--- src/rtl/sfd_pkg.sv ---
`timescale 1ns / 1ps
// ----------------------------------------------------------------------------
// sfd_pkg
// Shared constants and types of the sensor frame deframer.
// ----------------------------------------------------------------------------
package sfd_pkg;

  localparam int FRAME_BYTES = 28;
  localparam int STORE_DEPTH = 2 * FRAME_BYTES;
  localparam int ADDR_W      = $clog2(STORE_DEPTH);
  localparam int POS_W       = $clog2(FRAME_BYTES);

  localparam logic [7:0] HDR1_RESET = 8'h5A;
  localparam logic [7:0] HDR2_RESET = 8'hA5;
  localparam logic [7:0] SUM_GOOD   = 8'hFF;

  // register indexes of the configuration port
  localparam logic REG_FIRST_HDR  = 1'b0;
  localparam logic REG_SECOND_HDR = 1'b1;

  // frame layout
  localparam int SEQ_BYTE    = 2;
  localparam int WORD_BASE   = 3;
  localparam int STATUS_BASE = 25;
  localparam int WORD_COUNT  = 11;
  localparam int LAST_FIELD  = 12;
  localparam int FIELD_IDX_W = 4;

  // one finished frame handed from the front to the back
  typedef struct packed {
    logic       ok;
    logic [7:0] seq;
    logic       bank;
  } cmd_t;

  // write port of the frame store
  typedef struct packed {
    logic              en;
    logic [ADDR_W-1:0] addr;
    logic [7:0]        data;
  } wr_t;

  function automatic logic [ADDR_W-1:0] store_addr(input logic bank,
                                                   input logic [POS_W-1:0] pos);
    logic [ADDR_W-1:0] base;
    base = bank ? ADDR_W'(FRAME_BYTES) : '0;
    return base + ADDR_W'(pos);
  endfunction

endpackage

--- src/rtl/sfd_front.sv ---
`timescale 1ns / 1ps
// ----------------------------------------------------------------------------
// sfd_front
// Header hunter: checks sync bytes, tracks position and checksum, writes
// body bytes into the frame store and queues one command per frame.
// ----------------------------------------------------------------------------
module sfd_front import sfd_pkg::*; (
  input  logic       clk_i,
  input  logic       rst_ni,
  input  logic       cfg_valid_i,
  input  logic       cfg_index_i,
  input  logic [7:0] cfg_data_i,
  input  logic       in_valid_i,
  input  logic [7:0] rx_byte_i,
  input  logic       q_full_i,
  output logic       in_stall_o,
  output logic       push_o,
  output cmd_t       cmd_o,
  output wr_t        wr_o
);

  localparam logic [1:0] PH_HUNT   = 2'd0;
  localparam logic [1:0] PH_SECOND = 2'd1;
  localparam logic [1:0] PH_BODY   = 2'd2;

  logic [7:0]       hdr1_q, hdr2_q;
  logic [1:0]       ph_q, ph_d;
  logic [POS_W-1:0] pos_q, pos_d;
  logic [7:0]       sum_q, sum_d;
  logic [7:0]       seq_q, seq_d;
  logic             bank_q, bank_d;
  logic [7:0]       sum_add;
  logic             accept;

  assign in_stall_o = q_full_i;
  assign accept     = in_valid_i && !q_full_i;
  assign sum_add    = sum_q + rx_byte_i;

  always_comb begin
    ph_d      = ph_q;
    pos_d     = pos_q;
    sum_d     = sum_q;
    seq_d     = seq_q;
    bank_d    = bank_q;
    push_o    = 1'b0;
    wr_o.en   = 1'b0;
    wr_o.addr = store_addr(bank_q, pos_q);
    wr_o.data = rx_byte_i;
    cmd_o.ok   = (sum_add == SUM_GOOD);
    cmd_o.seq  = seq_q;
    cmd_o.bank = bank_q;
    if (accept) begin
      unique case (ph_q)
        PH_SECOND: begin
          if (rx_byte_i == hdr2_q) begin
            sum_d = sum_add;
            pos_d = POS_W'(SEQ_BYTE);
            ph_d  = PH_BODY;
          end else begin
            // the mismatching byte is dropped, not checked as a first header
            ph_d = PH_HUNT;
          end
        end
        PH_BODY: begin
          wr_o.en = 1'b1;
          if (pos_q == POS_W'(SEQ_BYTE)) begin
            seq_d = rx_byte_i;
          end
          if (pos_q == POS_W'(FRAME_BYTES - 1)) begin
            push_o = 1'b1;
            ph_d   = PH_HUNT;
            sum_d  = '0;
            pos_d  = '0;
            bank_d = ~bank_q;
          end else begin
            sum_d = sum_add;
            pos_d = pos_q + POS_W'(1);
          end
        end
        default: begin
          if (rx_byte_i == hdr1_q) begin
            sum_d = rx_byte_i;
            ph_d  = PH_SECOND;
          end else begin
            ph_d = PH_HUNT;
          end
        end
      endcase
    end
  end

  always_ff @(posedge clk_i or negedge rst_ni) begin
    if (!rst_ni) begin
      hdr1_q <= HDR1_RESET;
      hdr2_q <= HDR2_RESET;
      ph_q   <= PH_HUNT;
      pos_q  <= '0;
      sum_q  <= '0;
      seq_q  <= '0;
      bank_q <= 1'b0;
    end else begin
      if (cfg_valid_i && cfg_index_i == REG_FIRST_HDR) begin
        hdr1_q <= cfg_data_i;
      end
      if (cfg_valid_i && cfg_index_i == REG_SECOND_HDR) begin
        hdr2_q <= cfg_data_i;
      end
      ph_q   <= ph_d;
      pos_q  <= pos_d;
      sum_q  <= sum_d;
      seq_q  <= seq_d;
      bank_q <= bank_d;
    end
  end

endmodule

--- src/rtl/sfd_cmd_queue.sv ---
`timescale 1ns / 1ps
// ----------------------------------------------------------------------------
// sfd_cmd_queue
// Two-entry queue of frame commands; an entry stays until the back
// has finished reading its bank of the frame store.
// ----------------------------------------------------------------------------
module sfd_cmd_queue import sfd_pkg::*; (
  input  logic clk_i,
  input  logic rst_ni,
  input  logic push_i,
  input  cmd_t cmd_i,
  input  logic pop_i,
  output logic full_o,
  output logic valid_o,
  output cmd_t head_o
);

  cmd_t       entry_q [2];
  logic       wr_ptr_q, rd_ptr_q;
  logic [1:0] cnt_q;

  assign full_o  = (cnt_q == 2'd2);
  assign valid_o = (cnt_q != 2'd0);
  assign head_o  = entry_q[rd_ptr_q];

  always_ff @(posedge clk_i) begin
    if (push_i) begin
      entry_q[wr_ptr_q] <= cmd_i;
    end
  end

  always_ff @(posedge clk_i or negedge rst_ni) begin
    if (!rst_ni) begin
      wr_ptr_q <= 1'b0;
      rd_ptr_q <= 1'b0;
      cnt_q    <= '0;
    end else begin
      if (push_i) begin
        wr_ptr_q <= ~wr_ptr_q;
      end
      if (pop_i) begin
        rd_ptr_q <= ~rd_ptr_q;
      end
      if (push_i && !pop_i) begin
        cnt_q <= cnt_q + 2'd1;
      end else if (pop_i && !push_i) begin
        cnt_q <= cnt_q - 2'd1;
      end
    end
  end

endmodule

--- src/rtl/sfd_back.sv ---
`timescale 1ns / 1ps
// ----------------------------------------------------------------------------
// sfd_back
// Frame store and readout sequencer: turns each queued frame into its
// run of field results, or one error result on a bad checksum.
// ----------------------------------------------------------------------------
module sfd_back import sfd_pkg::*; (
  input  logic                   clk_i,
  input  logic                   rst_ni,
  input  wr_t                    wr_i,
  input  logic                   q_valid_i,
  input  cmd_t                   q_head_i,
  output logic                   pop_o,
  output logic                   out_valid_o,
  input  logic                   out_stall_i,
  output logic                   frame_ok_o,
  output logic [FIELD_IDX_W-1:0] field_index_o,
  output logic [15:0]            field_value_o,
  output logic [7:0]             sequence_number_o,
  output logic                   last_o
);

  localparam logic [1:0] B_IDLE    = 2'd0;
  localparam logic [1:0] B_WAIT_HI = 2'd1;
  localparam logic [1:0] B_WAIT_LO = 2'd2;
  localparam logic [1:0] B_EMIT    = 2'd3;

  logic [7:0]             mem [STORE_DEPTH];
  logic [7:0]             rd_data_q;
  logic                   rd_en;
  logic [POS_W-1:0]       rd_pos;
  logic [1:0]             st_q, st_d;
  logic [FIELD_IDX_W-1:0] idx_q, idx_d;
  logic [7:0]             hi_q, hi_d;
  logic [15:0]            val_q, val_d;
  logic                   out_free;
  logic                   load_out;
  logic                   is_last;

  // frame byte that holds the high (or only) byte of a field, or the low byte
  function automatic logic [POS_W-1:0] field_byte(input logic [FIELD_IDX_W-1:0] k,
                                                  input logic lo_half);
    logic [POS_W-1:0] kp;
    kp = POS_W'(k);
    if (k < FIELD_IDX_W'(WORD_COUNT)) begin
      return POS_W'(WORD_BASE) + (kp << 1) + POS_W'(lo_half);
    end
    return POS_W'(STATUS_BASE) + kp - POS_W'(WORD_COUNT);
  endfunction

  assign out_free = !out_valid_o || !out_stall_i;
  assign is_last  = !q_head_i.ok || (idx_q == FIELD_IDX_W'(LAST_FIELD));

  always_comb begin
    st_d     = st_q;
    idx_d    = idx_q;
    hi_d     = hi_q;
    val_d    = val_q;
    rd_en    = 1'b0;
    rd_pos   = field_byte(idx_q, 1'b0);
    pop_o    = 1'b0;
    load_out = 1'b0;
    unique case (st_q)
      B_IDLE: begin
        if (q_valid_i) begin
          if (q_head_i.ok) begin
            rd_en = 1'b1;
            st_d  = B_WAIT_HI;
          end else begin
            st_d = B_EMIT;
          end
        end
      end
      B_WAIT_HI: begin
        if (idx_q < FIELD_IDX_W'(WORD_COUNT)) begin
          hi_d   = rd_data_q;
          rd_en  = 1'b1;
          rd_pos = field_byte(idx_q, 1'b1);
          st_d   = B_WAIT_LO;
        end else begin
          val_d = {8'h00, rd_data_q};
          st_d  = B_EMIT;
        end
      end
      B_WAIT_LO: begin
        val_d = {hi_q, rd_data_q};
        st_d  = B_EMIT;
      end
      default: begin
        if (out_free) begin
          load_out = 1'b1;
          if (is_last) begin
            pop_o = 1'b1;
            idx_d = '0;
            st_d  = B_IDLE;
          end else begin
            idx_d  = idx_q + FIELD_IDX_W'(1);
            rd_en  = 1'b1;
            rd_pos = field_byte(idx_q + FIELD_IDX_W'(1), 1'b0);
            st_d   = B_WAIT_HI;
          end
        end
      end
    endcase
  end

  always_ff @(posedge clk_i) begin
    if (wr_i.en) begin
      mem[wr_i.addr] <= wr_i.data;
    end
    if (rd_en) begin
      rd_data_q <= mem[store_addr(q_head_i.bank, rd_pos)];
    end
  end

  always_ff @(posedge clk_i) begin
    hi_q  <= hi_d;
    val_q <= val_d;
    if (load_out) begin
      frame_ok_o        <= q_head_i.ok;
      field_index_o     <= q_head_i.ok ? idx_q : '0;
      field_value_o     <= q_head_i.ok ? val_q : '0;
      sequence_number_o <= q_head_i.seq;
      last_o            <= is_last;
    end
  end

  always_ff @(posedge clk_i or negedge rst_ni) begin
    if (!rst_ni) begin
      st_q        <= B_IDLE;
      idx_q       <= '0;
      out_valid_o <= 1'b0;
    end else begin
      st_q  <= st_d;
      idx_q <= idx_d;
      if (load_out) begin
        out_valid_o <= 1'b1;
      end else if (!out_stall_i) begin
        out_valid_o <= 1'b0;
      end
    end
  end

endmodule

--- src/rtl/sensor_frame_deframer.sv ---
`timescale 1ns / 1ps
// ----------------------------------------------------------------------------
// sensor_frame_deframer
// Receives serial bytes, finds two-byte-header frames, checks the sum and
// reads each good frame out as thirteen field results.
// ----------------------------------------------------------------------------
// input channel: one rx byte per transfer (in_valid_i / in_stall_o); a byte
//   is taken while valid and not stalled, the front stalls only while two
//   finished frames are held in the command queue
// config channel: cfg_index_i 0 = first header byte, 1 = second header byte;
//   always ready, write only while the block is idle
// output channel: one result per transfer (out_valid_o / out_stall_i), held
//   in an output register; a good frame gives 13 results, a bad sum gives
//   one result with frame_ok_o low, last_o marks the end of the run
// readout starts once a frame's command is queued; a word field takes two
//   reads of the single-read-port frame store (B_WAIT_HI, B_WAIT_LO), a
//   status byte one (B_WAIT_HI), before the result goes out from B_EMIT
// the store holds two frames, so the next frame is collected during readout
// a stalled receiver holds the current result and the readout waits
// reset: hunting for the first header, header bytes 0x5A / 0xA5, queue empty
// ----------------------------------------------------------------------------
module sensor_frame_deframer import sfd_pkg::*; (
  input  logic                   clk_i,
  input  logic                   rst_ni,
  input  logic                   cfg_valid_i,
  output logic                   cfg_ready_o,
  input  logic                   cfg_index_i,
  input  logic [7:0]             cfg_data_i,
  input  logic                   in_valid_i,
  output logic                   in_stall_o,
  input  logic [7:0]             rx_byte_i,
  output logic                   out_valid_o,
  input  logic                   out_stall_i,
  output logic                   frame_ok_o,
  output logic [FIELD_IDX_W-1:0] field_index_o,
  output logic [15:0]            field_value_o,
  output logic [7:0]             sequence_number_o,
  output logic                   last_o
);

  logic push, pop, q_full, q_valid;
  cmd_t cmd, head;
  wr_t  wr;

  assign cfg_ready_o = 1'b1;

  sfd_front u_front (
    .clk_i       (clk_i),
    .rst_ni      (rst_ni),
    .cfg_valid_i (cfg_valid_i),
    .cfg_index_i (cfg_index_i),
    .cfg_data_i  (cfg_data_i),
    .in_valid_i  (in_valid_i),
    .rx_byte_i   (rx_byte_i),
    .q_full_i    (q_full),
    .in_stall_o  (in_stall_o),
    .push_o      (push),
    .cmd_o       (cmd),
    .wr_o        (wr)
  );

  sfd_cmd_queue u_queue (
    .clk_i   (clk_i),
    .rst_ni  (rst_ni),
    .push_i  (push),
    .cmd_i   (cmd),
    .pop_i   (pop),
    .full_o  (q_full),
    .valid_o (q_valid),
    .head_o  (head)
  );

  sfd_back u_back (
    .clk_i             (clk_i),
    .rst_ni            (rst_ni),
    .wr_i              (wr),
    .q_valid_i         (q_valid),
    .q_head_i          (head),
    .pop_o             (pop),
    .out_valid_o       (out_valid_o),
    .out_stall_i       (out_stall_i),
    .frame_ok_o        (frame_ok_o),
    .field_index_o     (field_index_o),
    .field_value_o     (field_value_o),
    .sequence_number_o (sequence_number_o),
    .last_o            (last_o)
  );

endmodule

--- config.mk ---
export PLATFORM = sky130hd
export DESIGN_NAME = sensor_frame_deframer
export DESIGN_NICKNAME = d
export VERILOG_FILES = /design/src/rtl/sfd_pkg.sv /design/src/rtl/sfd_front.sv /design/src/rtl/sfd_cmd_queue.sv /design/src/rtl/sfd_back.sv /design/src/rtl/sensor_frame_deframer.sv
export SDC_FILE = /design/constraint.sdc
export NUM_CORES = 1
export LEC_CHECK = 0
export BUFFER_PORTS_ARGS = -buffer_cell sky130_fd_sc_hd__buf_2
export CAP_MARGIN = 40
export CORE_MARGIN = 2
export CORE_UTILIZATION = 30
export DETAILED_ROUTE_END_ITERATION = 12
export PLACE_DENSITY_LB_ADDON = 0.05
export SLEW_MARGIN = 5
export SYNTH_ARGS = -nofsm -noshare
export SYNTH_HDL_FRONTEND = slang
export SYNTH_SLANG_ARGS = --single-unit
--- constraint.sdc ---
create_clock -name clk_i -period 5.66 [get_ports clk_i]
set_clock_uncertainty 0.05 [all_clocks]
set_input_delay 1.415 -clock clk_i [delete_from_list [all_inputs] [get_ports clk_i]]
set_output_delay 1.415 -clock clk_i [all_outputs]
set_load 0.05 [all_outputs]
# --- Yosys cells after proc, flatten, opt, wreduce, memory -nomap -nowiden ---
# Memory sizes are Yosys's and may differ from the RTL's. A register that Yosys moved wholly into a read port is not among the register bits.
# Index checks and enable logic that the tools add are counted.
op_classes:
  n_lt_le_gt_ge: 2
  n_reduce_logical: 31
  n_addsub: 14
  bitwise: 5
  muxes: 61
  eq_ne: 16
op_table:
  columns: ["operator", "count"]
  rows:
  - ["$mux 5", 12]
  - ["$pmux 16 s2", 1]
  - ["$mux 1", 30]
  - ["$mux 8", 3]
  - ["$pmux 5 s2", 2]
  - ["$eq 8x8->1", 2]
  - ["$mux 16", 1]
  - ["$pmux 8 s2", 1]
  - ["$mux 2", 7]
  - ["$add 6x5->6", 2]
  - ["$reduce_and 3->1", 4]
  - ["$add 2x5->5 const A", 2]
  - ["$add 5x1->5 const B", 2]
  - ["$add 5x4->5 const A", 2]
  - ["$reduce_and 2->1", 5]
  - ["$sub 5x4->5 const B", 2]
  - ["$add 8x8->8", 1]
  - ["$eq 8x8->1 const B", 1]
  - ["$lt 4x4->1 const B", 2]
  - ["$reduce_bool 2->1", 4]
  - ["$eq 2x2->1 const B", 3]
  - ["$logic_not 1->1", 6]
  - ["$ne 2x1->1 const B", 3]
  - ["$pmux 2 s3", 1]
  - ["19 further kinds", 30]
word_totals:
  ramBits: 468
  inputBits: 22
  register_bits: 105
  output_inout_bits: 33
  mem_count: 2
memory_table:
  columns: ["name", "depth", "width", "read_ports", "rd_ports_with_merged_regs", "wr", "line_no", "rtl"]
  rows:
  - ["u_back.mem", 56, 8, 1, 1, 1, "sfd_back.sv:28", "logic [7:0] mem [STORE_DEPTH];"]
  - ["u_queue.entry_q", 2, 10, 1, 0, 1, "sfd_cmd_queue.sv:18", "cmd_t entry_q [2];"]

# --- Longest topological paths before layout ---
depth:
  word_depth: 11
  mapped_depth: 19

# --- Cells and area by module ---
# A second synthesis with hierarchy kept.
hier_totals:
  cells_unflattened: 1713
  area_unflattened_um2: 24730.0
modules_own_cells:
  columns: ["module", "area_each_um2", "cells_each", "n_inst"]
  rows:
  - ["sfd_back", 21130.3, 1429, 1]
  - ["sfd_front", 2638.8, 235, 1]
  - ["sfd_cmd_queue", 949.7, 47, 1]
  - ["sensor_frame_deframer", 11.3, 2, 1]

# --- Worst setup path after synthesis ---
# OpenSTA, ideal clock, no wires.
synth_timing:
  path_kind: "input-to-reg"
  from: "in out_stall_i"
  to: "reg u_back.rd_data_q[2], read port of u_back.mem, data pin"
  setup_time_ps: 263
  stages: 15
  arrival_time_ps: 4057
  slack_ps: 1290
  cell_sequence: "nand2_1 -> and3_1 -> buf_6 -> o21ai_0 -> nand2_1 -> o21ai_0 -> ha_1 -> inv_1 -> fa_1 -> xnor2_1 -> nand2_1 -> a31oi_1 -> o31ai_1 -> nor4_2 -> nor4_2"
synth_via:
  elab_chain_cells: 5
  elab_cells_between_ends: 7
  cone_classes: "add/sub (1); mux (4); reduce/logical (2)"
synth_rtl:
  columns: ["item", "line_no", "rtl"]
  rows:
  - ["start: declaration", "sensor_frame_deframer.sv:33", "input logic out_stall_i,"]
  - ["$logic_not 1->1 (*)", "sfd_back.sv:51", "assign out_free = !out_valid_o || !out_stall_i;"]
  - ["$logic_or 1x1->1 (*)", "sfd_back.sv:51", null]
  - ["$mux 5", "sfd_back.sv:90", "if (out_free) begin"]
  - ["$pmux 5 s2", "sfd_back.sv:63", "unique case (st_q)"]
  - ["$add 6x5->6", "sfd_pkg.sv:47", "return base + ADDR_W'(pos);"]
  - ["end: declaration", "sfd_back.sv:29", "logic [7:0] rd_data_q;"]
# Every way passes the cells marked *; elsewhere a longest branch is shown, timed or not.
# A chain may end at the register's enable or synchronous reset.

# --- Worst setup path after layout ---
layout_timing:
  from: "reg u_back.idx_q[0]"
  to: "reg u_back.rd_data_q[0], read port of u_back.mem, data pin"
layout_via:
  elab_chain_cells: 11
  elab_cells_between_ends: 30
  cone_classes: "add/sub (9); order compare (2); eq/ne (1); mux (17); reduce/logical (1)"
layout_rtl:
  columns: ["item", "line_no", "rtl"]
  rows:
  - ["start: declaration", "sfd_back.sv:33", "logic [FIELD_IDX_W-1:0] idx_q, idx_d;"]
  - ["start signal: assignment", "sfd_back.sv:135", "idx_q <= idx_d;"]
  - ["parallel branches: the longest is 11 deep, another holds $add 6x5->6", null, null]
# Parallel ways; which one is timed is not known. The select of a mux whose other input is x is not followed.

==> results.toml <==
[routing]
post_detailed_route_count_of_antenna_violating_nets = 0
drtPass1Iterations = 5
route.detailed.wl_per_inst_um = 25.11
wirelength_um = 71760
routed-via-count = 14023
vias_per_cell = 4.907
drc_errors = 0
drtIter0Drc = 993

[synthesis]
main_combinational_cell_family_by_area_after_synthesis = "multiplexers"
synthDistinctLibCells = 78
ys.warnings.count = 0
synthTopCellsByArea = "edfxtp_1 65%, mux2i_1 5.8%, dfrtp_1 4.4%"
synthDominantAreaCellType = "edfxtp_1"
syn-instance-count = 1611
synth_enable_flop_cells = 530
synth_fa_ha_area_share_pct = 1.784
number_of_synthesized_register_bits = 581
synth_xor_xnor_area_share_pct = 1.328
async_s_r_ff_share_synth_pct = 8.778
syn_area_um2 = 24410
synthMuxAreaShare_pct = 9.894
synth_top_flop_cell = "edfxtp_1"
portion_of_the_post_synthesis_area_used_by_sequential_elements_pct = 70.48
synthSimpleGateAreaFrac_pct = 8.428
syn_avg_cell_area_um2 = 15.15
yosys.area.top_type_share_pct = 65.21
synth-compound-area-share_pct = 5.572
postSynthNetCount = 1666

[timing]
slew_violations = 0
max_freq_ghz = 0.1963
timing.setup.tns_ns = 0
rsz0062_at_grt = "false"
finalCritPeriodShare_pct = 89.99
timing.slew.headroom_pct = 39.12
max_slew.worst_pin.slew_ns = 0.9099
whs_ns = 0.4137
fin_ws_ns = 0.5663
hold_violations = 0
timing.final.setup_violations = 0
final_period_minus_worst_setup_slack_ns = 5.094

[floorplanning]
core_area_um2 = 80550
chipHeight_um = 289.2
row_count = 104
boundaryPins = 55
die_area_um2 = 83650
die-width_um = 289.2
start_util_pct = 30.30

[outcome]
status = "completed"

[worst_hold_path]
hold_class = "reg -> reg"

[job]
drv.max_cap_violation_count = 0

[place]
gp_routability_congestion = 0.8086
numPortBuffers = 53
placement.setup.worst_slack_ns = 0.2292
dp_cells = 2728
dpl.hpwl_um = 48420

[grt]
grt_pass1_vias = 14121
grt_start_max_net_pins = 60
antenna_found_initial = 4
grt_pass1_wl_um = 103400
grt_overflow = 0
global_route.usage.total_pct = 17.35

[clocking]
cts-buffers-inserted = 69
ctsLongestPathBuffers = 3
clkSinkCount = 581
tritoncts = "done"
clock_tree.root_cell = "clkbuf_16"
ctsHtreeMaxLevel = 3
worst_setup_hold_path_clk_slew_ns = 0.06
worstSkewPairLatency_ns = 0.61

[power]
power.ir.vdd_worst_uv = 223.8
power_per_cell_area_nw_per_um2 = 329.9
design_power_total_mw = 9.376
power_leakage_nw = 9.473

[setup_path]
timing.critical_path.to_type = "register"
critical_path_start_end_classification = "reg -> reg"
arrival_ns = 5.38
critical_path_peak_fanout = 19
cp-start-kind = "register"
worst_ep_required_time_ns = 5.95

[cells_and_area]
antenna-diode-count = 0
share_of_cells_above_drive_strength_1_pct = 17.74
final.fill_count = 7727
syn2layout_area_growth_pct = 16.44
nets = 1797
final_cell_count_no_fill = 2858
[path summary, 6_finish.rpt]
kind | start | to | slack [ns] | cells past startpoint
max in group asynchronous | rst_ni | u_back.st_q[0] | 4.14 | 2
worst max-delay path | u_back.idx_q[0] | u_back.rd_data_q[0] | 0.57 | 16
min in group asynchronous | rst_ni | u_front.hdr1_q[2] | 0.92 | 2
worst min-delay path | u_front.seq_q[7] | u_queue.entry_q[1][8] | 0.41 | 0
worst max register to register | u_back.idx_q[0] | u_back.rd_data_q[0] | 0.57 | 16
worst min register to register | u_front.seq_q[7] | u_queue.entry_q[1][8] | 0.41 | 0
[what timing repair did]
item	4_1_cts	5_1_grt
endpoints found under the setup margin	0	1
buffers inserted	0	0
hold buffers	0	0
gates resized for setup	0	1
[worst max-delay path, cell delays in order, from the launching register on]
cell      delay (ns)
dfrtp_1         0.56
clkinv_1        0.37
ha_1            0.50
ha_1            0.32
o21ai_0         0.19
nand2_1         0.07
o21ai_0         0.12
nand2_1         0.07
o21ai_0         0.17
ha_2            0.27
inv_1           0.07
fa_2            0.93
buf_4           0.28
nand2_1         0.13
a311o_1         0.29
o211ai_1        0.29
o311ai_1        0.15
[power breakdown]
group	total, mW	leakage, nW	switching (mW)	internal, mW
clock network	4.31	1.07	1.74	2.56
logic	0.310	3.04	0.204	0.106
registers	4.76	5.36	0.0390	4.72
total	9.38	9.47	1.99	7.39
[cells by family (layout without fill, tap and decap cells)]
group	count (synthesis)	in the layout
compound gates	192	192
xor+xnor	37	37
fa+ha+maj	33	33
buf+inv	106	293
flops	581	581
mux	205	205
other cells	1	1
simple gates	456	456
[registers in the layout, summed over array words and instances, names as in the netlist]
name and flops:
u_back.out_valid_o 1, u_back.idx_q 4, u_back.field_value_o 16, u_back.st_q 2, u_queue.wr_ptr_q 1, u_front.bank_q 1
u_back.val_q 16, u_front.pos_q 5, u_back.frame_ok_o 1, u_back.field_index_o 4, u_front.hdr2_q 8, u_queue.rd_ptr_q 1
u_front.sum_q 8, u_queue.cnt_q 2, u_back.last_o 1, u_front.seq_q 8, u_front.ph_q 2, u_front.hdr1_q 8
u_back.rd_data_q 8, u_queue.entry_q 20, u_back.sequence_number_o 8, u_back.mem 448, u_back.hi_q 8
[synthesized netlist by cell type (all sizes together) (3+ instances only)]
cell type,instances
a311oi,10
o32ai,3
a211oi,10
a211o,9
o22ai,11
or2,3
mux2i,143
nor3,13
o211ai,6
xnor2,14
buf,50
nand2,206
a32oi,7
nand3b,3
edfxtp,530
dfstp,8
a21o,8
nand2b,5
o21ai,32
nand4,16
o21bai,3
nor2b,3
clkbuf,26
fa,3
a22oi,6
a31oi,17
dfrtp,43
ha,30
and2,29
mux4,25
mux2,37
nor4,9
a21oi,38
xor2,23
and3,16
nand3,47
o21a,4
nor2,100
o31ai,7
inv,28
[cells in the final DEF (no fill, tap or decap), drive strengths merged, types with 6 or more instances in the layout]
| cell type | synthesis | layout |
|---|---|---|
| nor3 | 13 | 13 |
| edfxtp | 530 | 530 |
| a22oi | 6 | 6 |
| nand4 | 16 | 16 |
| nor2 | 100 | 100 |
| mux4 | 25 | 25 |
| and3 | 16 | 16 |
| a211o | 9 | 9 |
| o31ai | 7 | 7 |
| a211oi | 10 | 10 |
| mux2 | 37 | 37 |
| clkinv | 2 | 28 |
| a21oi | 38 | 38 |
| ha | 30 | 30 |
| nand3 | 47 | 47 |
| xnor2 | 14 | 14 |
| a31oi | 17 | 17 |
| nor4 | 9 | 9 |
| clkbuf | 26 | 93 |
| inv | 28 | 31 |
| a32oi | 7 | 7 |
| o21ai | 32 | 32 |
| and2 | 29 | 29 |
| buf | 50 | 136 |
| dfrtp | 43 | 43 |
| mux2i | 143 | 143 |
| nand2 | 206 | 206 |
| dfstp | 8 | 8 |
| o211ai | 6 | 6 |
| a21o | 8 | 8 |
| xor2 | 23 | 23 |
| o22ai | 11 | 11 |
| a311oi | 10 | 10 |
[metal layers]
metal,wire length (um),GRT usage (%)
met5,0,0
met3,3282,3.094
met2,34100,28.04
met4,1583,5.090
met1,32800,23.88
[final cells by class]
type | instances | area, um^2 | share of cell area [%]
sequential | 581 | 17200 | 60.53
multi-input combinational | 924 | 6623 | 23.30
clock buffer | 93 | 1881 | 6.617
tap | 1060 | 1326 | 4.667
timing repair buffer | 136 | 975.9 | 3.434
clock inverter | 34 | 299.0 | 1.052
inverter | 30 | 112.6 | 0.3962
[per-stage QoR]
stage | cell area [um^2] | utilization [%]
floorplan | 24410 | -
global placement | 26020 | 32.31
detailed placement | 26210 | 32.54
CTS | 28390 | 35.24
global route | 28420 | 35.28
finish | 28420 | 35.28
Power figures use the tool's default switching activity.
